File: src/rtl/iale_pkg.sv
// Shared types, codes and constants of the indexed array list engine.
`default_nettype none

package iale_pkg;

  // Field widths of the command and result channels
  localparam int unsigned CMD_W    = 3;
  localparam int unsigned IDX_W    = 8;
  localparam int unsigned VAL_W    = 32;
  localparam int unsigned SYM_W    = 8;
  localparam int unsigned STATUS_W = 2;
  localparam int unsigned COUNT_W  = 9;
  localparam int unsigned ENTRY_W  = VAL_W + 1;

  // Default list capacity
  localparam int unsigned DEPTH_DEF = 256;

  typedef enum logic [CMD_W-1:0] {
    CMD_START      = 3'd0,
    CMD_APPEND     = 3'd1,
    CMD_OVERWRITE  = 3'd2,
    CMD_READ       = 3'd3,
    CMD_REMOVE     = 3'd4,
    CMD_INS_AFTER  = 3'd5,
    CMD_INS_BEFORE = 3'd6,
    CMD_COUNT      = 3'd7
  } cmd_e;

  typedef enum logic [STATUS_W-1:0] {
    ST_OK          = 2'd0,
    ST_NOT_STARTED = 2'd1,
    ST_BOUNDS      = 2'd2,
    ST_FULL        = 2'd3
  } status_e;

  typedef enum logic [2:0] {
    S_IDLE,
    S_EVAL,
    S_READ,
    S_SHIFT_DN,
    S_SHIFT_UP,
    S_PUT,
    S_DONE
  } state_e;

  // Store and pointer operations, one per cycle
  typedef enum logic [3:0] {
    OP_NONE,
    OP_APPEND,
    OP_OVERWRITE,
    OP_READ,
    OP_DN_INIT,
    OP_DN_STEP,
    OP_UP_INIT,
    OP_UP_STEP,
    OP_PUT
  } dp_op_e;

  typedef enum logic [1:0] {
    CNT_HOLD,
    CNT_CLEAR,
    CNT_INC,
    CNT_DEC
  } cnt_op_e;

  typedef struct packed {
    logic    capture;
    dp_op_e  op;
    cnt_op_e cnt;
    logic    set_started;
    logic    res_load;
    status_e res_status;
    logic    res_from_mem;
    logic    out_load;
  } dp_cmd_t;

  typedef struct packed {
    cmd_e cmd;
    logic started;
    logic in_range;
    logic full;
    logic dn_more;
    logic up_more;
  } dp_status_t;

endpackage

`default_nettype wire

File: src/rtl/iale_ctrl.sv
// Controller: sequences command evaluation, shifts and result transfer.
`default_nettype none

module iale_ctrl (
  input  wire logic                 clk_i,
  input  wire logic                 rst_ni,
  input  wire logic                 in_valid_i,
  output logic                      in_ready_o,
  output logic                      out_valid_o,
  input  wire logic                 out_ready_i,
  output iale_pkg::dp_cmd_t         dp_cmd_o,
  input  wire iale_pkg::dp_status_t dp_status_i
);
  import iale_pkg::*;

  state_e state_q, state_d;
  logic   out_valid_q;

  // State register and output valid
  always_ff @(posedge clk_i or negedge rst_ni) begin
    if (!rst_ni) begin
      state_q     <= S_IDLE;
      out_valid_q <= 1'b0;
    end else begin
      state_q <= state_d;
      if (dp_cmd_o.out_load) begin
        out_valid_q <= 1'b1;
      end else if (out_ready_i) begin
        out_valid_q <= 1'b0;
      end
    end
  end

  // Next state and datapath commands
  always_comb begin
    state_d                 = state_q;
    in_ready_o              = 1'b0;
    dp_cmd_o.capture        = 1'b0;
    dp_cmd_o.op             = OP_NONE;
    dp_cmd_o.cnt            = CNT_HOLD;
    dp_cmd_o.set_started    = 1'b0;
    dp_cmd_o.res_load       = 1'b0;
    dp_cmd_o.res_status     = ST_OK;
    dp_cmd_o.res_from_mem   = 1'b0;
    dp_cmd_o.out_load       = 1'b0;
    case (state_q)
      S_IDLE: begin
        in_ready_o = 1'b1;
        if (in_valid_i) begin
          dp_cmd_o.capture = 1'b1;
          state_d          = S_EVAL;
        end
      end
      S_EVAL: begin
        dp_cmd_o.res_load = 1'b1;
        state_d           = S_DONE;
        if (dp_status_i.cmd == CMD_START) begin
          dp_cmd_o.cnt         = CNT_CLEAR;
          dp_cmd_o.set_started = 1'b1;
        end else if (!dp_status_i.started) begin
          dp_cmd_o.res_status = ST_NOT_STARTED;
        end else begin
          case (dp_status_i.cmd)
            CMD_APPEND: begin
              if (dp_status_i.full) begin
                dp_cmd_o.res_status = ST_FULL;
              end else begin
                dp_cmd_o.op  = OP_APPEND;
                dp_cmd_o.cnt = CNT_INC;
              end
            end
            CMD_OVERWRITE: begin
              if (!dp_status_i.in_range) begin
                dp_cmd_o.res_status = ST_BOUNDS;
              end else begin
                dp_cmd_o.op = OP_OVERWRITE;
              end
            end
            CMD_READ: begin
              if (!dp_status_i.in_range) begin
                dp_cmd_o.res_status = ST_BOUNDS;
              end else begin
                dp_cmd_o.op       = OP_READ;
                dp_cmd_o.res_load = 1'b0;
                state_d           = S_READ;
              end
            end
            CMD_REMOVE: begin
              if (!dp_status_i.in_range) begin
                dp_cmd_o.res_status = ST_BOUNDS;
              end else begin
                dp_cmd_o.op       = OP_DN_INIT;
                dp_cmd_o.res_load = 1'b0;
                state_d           = S_SHIFT_DN;
              end
            end
            CMD_INS_AFTER, CMD_INS_BEFORE: begin
              if (!dp_status_i.in_range) begin
                dp_cmd_o.res_status = ST_BOUNDS;
              end else if (dp_status_i.full) begin
                dp_cmd_o.res_status = ST_FULL;
              end else begin
                dp_cmd_o.op       = OP_UP_INIT;
                dp_cmd_o.res_load = 1'b0;
                state_d           = S_SHIFT_UP;
              end
            end
            default: begin
            end
          endcase
        end
      end
      S_READ: begin
        dp_cmd_o.res_load     = 1'b1;
        dp_cmd_o.res_from_mem = 1'b1;
        state_d               = S_DONE;
      end
      S_SHIFT_DN: begin
        // move one entry down per cycle, then drop the count
        if (dp_status_i.dn_more) begin
          dp_cmd_o.op = OP_DN_STEP;
        end else begin
          dp_cmd_o.cnt      = CNT_DEC;
          dp_cmd_o.res_load = 1'b1;
          state_d           = S_DONE;
        end
      end
      S_SHIFT_UP: begin
        // move one entry up per cycle; the last move drains before the put
        if (dp_status_i.up_more) begin
          dp_cmd_o.op = OP_UP_STEP;
        end else begin
          state_d = S_PUT;
        end
      end
      S_PUT: begin
        dp_cmd_o.op       = OP_PUT;
        dp_cmd_o.cnt      = CNT_INC;
        dp_cmd_o.res_load = 1'b1;
        state_d           = S_DONE;
      end
      S_DONE: begin
        if (!out_valid_q || out_ready_i) begin
          dp_cmd_o.out_load = 1'b1;
          state_d           = S_IDLE;
        end
      end
      default: begin
        state_d = S_IDLE;
      end
    endcase
  end

  assign out_valid_o = out_valid_q;

endmodule

`default_nettype wire

File: config.mk
export PLATFORM = sky130hd
export DESIGN_NAME = iale_ctrl
export DESIGN_NICKNAME = d
export VERILOG_FILES = /design/src/rtl/iale_pkg.sv /design/src/rtl/iale_ctrl.sv
export SDC_FILE = /design/constraint.sdc
export NUM_CORES = 1
export LEC_CHECK = 0
export BUFFER_PORTS_ARGS = -buffer_cell sky130_fd_sc_hd__buf_2
export CAP_MARGIN = 20
export CELL_PAD_IN_SITES_DETAIL_PLACEMENT = 0
export CELL_PAD_IN_SITES_GLOBAL_PLACEMENT = 1
export CORE_ASPECT_RATIO = 1.5
export CORE_UTILIZATION = 27
export CTS_CLUSTER_DIAMETER = 30
export DETAILED_ROUTE_END_ITERATION = 8
export PLACE_DENSITY_LB_ADDON = 0.1
export SLEW_MARGIN = 20
export SYNTH_ARGS = -nofsm -noshare
export SYNTH_HDL_FRONTEND = slang
export SYNTH_SLANG_ARGS = --single-unit
File: constraint.sdc
create_clock -name clk_i -period 1.84 [get_ports clk_i]
set_input_delay 0.368 -clock clk_i [delete_from_list [all_inputs] [get_ports clk_i]]
set_output_delay 0.368 -clock clk_i [all_outputs]
set_load 0.05 [all_outputs]
==> results.py <==
metrics = {
    "detailed_routing": {
        "viasPerCell": 5.32,
        "drt-pass1-iter-count": 4,
        "ant_nets": 0,
        "via_count": 771,
        "drt_iter0_markers": 11,
        "route.detailed.drc": 0,
        "wire_per_inst_um": 13.4,
        "wirelength_mm": 1.94,
    },
    "worst_setup_path": {
        "cp.required_ns": 1.47,
        "end_kind": "output port",
        "crit_end": "dp_cmd_o[8]",
        "worst-path-max-fanout": 2,
        "reg2regPathDepth": 4,
        "critPathKind": "flip-flop to output port",
        "cpLargestDelayFamily": "simple AND/OR/NAND/NOR gates",
        "cp.depth": 4,
        "cp_cell_sequence": "nor3b_2 > nand4_1 > o41ai_4 > buf_6",
        "r2r_end": "state_q[1]$_DFFE_PN0P_",
        "timing.rr.start": "state_q[2]$_DFFE_PN0P_",
        "crit_path_max_incr_delay_ns": 0.38,
        "start_kind": "flip-flop",
        "path_buf_inv": 1,
        "rrSetupSlack_ns": 0.31,
        "critPathSlowestCell": "dfrtp_1",
        "startpoint": "state_q[2]$_DFFE_PN0P_",
        "critPathArrivalTime_ns": 1.62,
    },
    "logic_synthesis": {
        "syn-num-nets": 98,
        "async_reset_ff_share_pct": 100,
        "yosysTopAreaCell": "dfrtp_1",
        "syn_avg_cell_area_sq_um": 7.45,
        "synth_edf_count": 0,
        "synth_seq_cells": 4,
        "yosys_most_used_dff": "dfrtp_1",
        "ys_seq_area_share_pct": 15.6,
        "synthTopCellsByCount": "nor2b_1, o21ai_1, a21oi_1, and2_1",
        "ys_types": 39,
        "netlist_area_sq_um": 641,
        "ys_warn_count": 0,
        "postSynthCellCount": 86,
        "synth.area.top_cells": "dfrtp_1, nor2b_1, and2_1, o21ai_1, a21oi_1",
        "yosysMostFrequentCell": "nor2b_1",
        "synth_top_area_share_pct": 15.6,
    },
    "sta": {
        "fin_setup_tns_ns": -0.487,
        "setup_violations": 5,
        "setup_slack_ns": -0.151,
        "fmax_ghz": 0.502,
        "finalCritPeriodShare_pct": 108,
        "post-route-min-period_ns": 1.99,
        "hold_viol": 0,
        "fin_skew_ns": 0.00114,
        "slew_headroom_pct": 78.4,
        "slew_violations": 0,
        "rsz0062_at_grt": "yes",
        "tightest_slew_ns": 0.324,
    },
    "finish": {
        "fill_cells": 252,
        "area_growth_pct": 57.4,
        "drive_gt1_share_pct": 45.9,
        "num_antenna_cells": 0,
        "nets": 136,
        "final_util_pct": 45.2,
        "finalNonFillerCells": 145,
    },
    "grt": {
        "antenna_found_initial": 0,
        "track_usage_pct": 15.7,
        "overflow": 0,
        "grt_pass1_wl_mm": 3.06,
        "grt_max_degree": 20,
        "grt_pass1_vias": 685,
    },
    "cts": {
        "cts_root_buffer": "clkbuf_4",
        "htree_levels": 1,
        "cts_sinks": 4,
        "cts.reportedPaths.clkPinSlew_ns": 0.04,
        "insertion_delay_ns": 0.24,
        "clockBufferDepth": 2,
        "cts_buffers": 3,
        "cts_tree": "done",
        "post_cts_buffers": 0,
    },
    "floorplanning": {
        "die-width_um": 41.8,
        "initial_core_util_pct": 28.7,
        "placementRows": 21,
        "dieArea_sq_um": 2580,
        "fp.dieH_um": 61.7,
        "core_sq_um": 2230,
        "io-pin-count": 27,
    },
    "status": {
        "status": "finished, violations left",
        "violations": "setup timing",
    },
    "placement": {
        "io_buffers": 26,
        "place_congestion": 0.730,
        "post-place-ws_ns": -0.0198,
        "dp.cells": 141,
        "dp_hpwl_mm": 1.57,
    },
    "worst_hold_path": {
        "worstHoldStart": "out_ready_i",
        "hp-class": "primary input to flip-flop",
        "hold_path_depth": 3,
    },
    "power_and_ir_drop": {
        "p_leak_uw": 0.000462,
        "peakVddDrop_uv": 599,
        "p_total_uw": 1540,
        "power_density_nw_per_um2": 1520,
    },
    "job": {
        "cap_violations": 0,
    },
}
==> routing by layer <==
metal / part of all wire, % / up-vias / global-route usage [%]
met1: 41 / 359 / 17.4
met3: 2.6 / 3 / 1.17
li1: - / 392 / -
met5: 0 / - / 0
met2: 55 / 17 / 30.6
met4: 1.5 / 0 / 6.91
==> where the power goes <==
part           internal (uW)  switching (uW)  total (uW)
Combinational            490             780        1270
Clock                   73.0            36.9         110
Sequential               131            26.5         157
==> cells in the final DEF, fill, tap and decap left out, drive strengths merged, types with 3 or more instances in the layout <==
| cell | instances |
|---|---|
| nor3b | 3 |
| and2 | 5 |
| buf | 39 |
| nand2b | 3 |
| nand3 | 3 |
| nand2 | 4 |
| clkbuf | 3 |
| inv | 3 |
| nor2b | 7 |
| o21ai | 8 |
| a21oi | 5 |
| dfrtp | 4 |
==> per-stage QoR <==
stage	hold slack (ns)	instance area, sq um
CTS	0.446	987
global placement	0.175	892
global route	0.456	1010
finish	0.441	1010
floorplan	0.0724	682
detailed placement	0.176	892
==> area by class of cell <==
class | instances | area, sq um | share of cell area (%)
Clock buffer | 3 | 22.5 | 2.23
Inverter | 3 | 11.3 | 1.12
Multi-Input combinational cell | 72 | 548 | 54.3
Sequential cell | 4 | 100 | 9.93
Tap cell | 23 | 28.8 | 2.85
Timing Repair Buffer | 40 | 298 | 29.5
==> cells by family after synthesis <==
logic type | synth area share [%]
AND/OR/NAND/NOR | 43.4
AO/OA/AOI/OAI | 29.1
buffers and inverters | 8.98
flip-flops | 15.6
XOR/XNOR | 1.37
multiplexers | 1.56
==> registers in the layout, indices dropped and copies added, names as in the netlist <==
name,cells
state_q,3
out_valid_o,1
==> worst min path at each step <==
stage | slack, ns | end
global route | 0.46 | state_q[0]$_DFFE_PN0P_
finish | 0.44 | out_valid_o$_DFFE_PN0P_
floorplan | 0.07 | out_valid_o$_DFFE_PN0P_
CTS | 0.45 | out_valid_o$_DFFE_PN0P_
detailed placement | 0.18 | state_q[2]$_DFFE_PN0P_
global placement | 0.17 | state_q[2]$_DFFE_PN0P_
==> worst register-to-register path: stages (launching register included) <==
cell	delay, ns
dfrtp_1	0.38
buf_4	0.20
nand4b_2	0.21
or3_1	0.39
a22o_1	0.24
==> repair_timing <==
action,CTS,global route
hold endpoints to repair,4,0
gates resized for setup,19,8
pin swaps,3,2
endpoints found under the setup margin,11,12
hold buffers,1,0
Power figures use the tool's default switching activity.
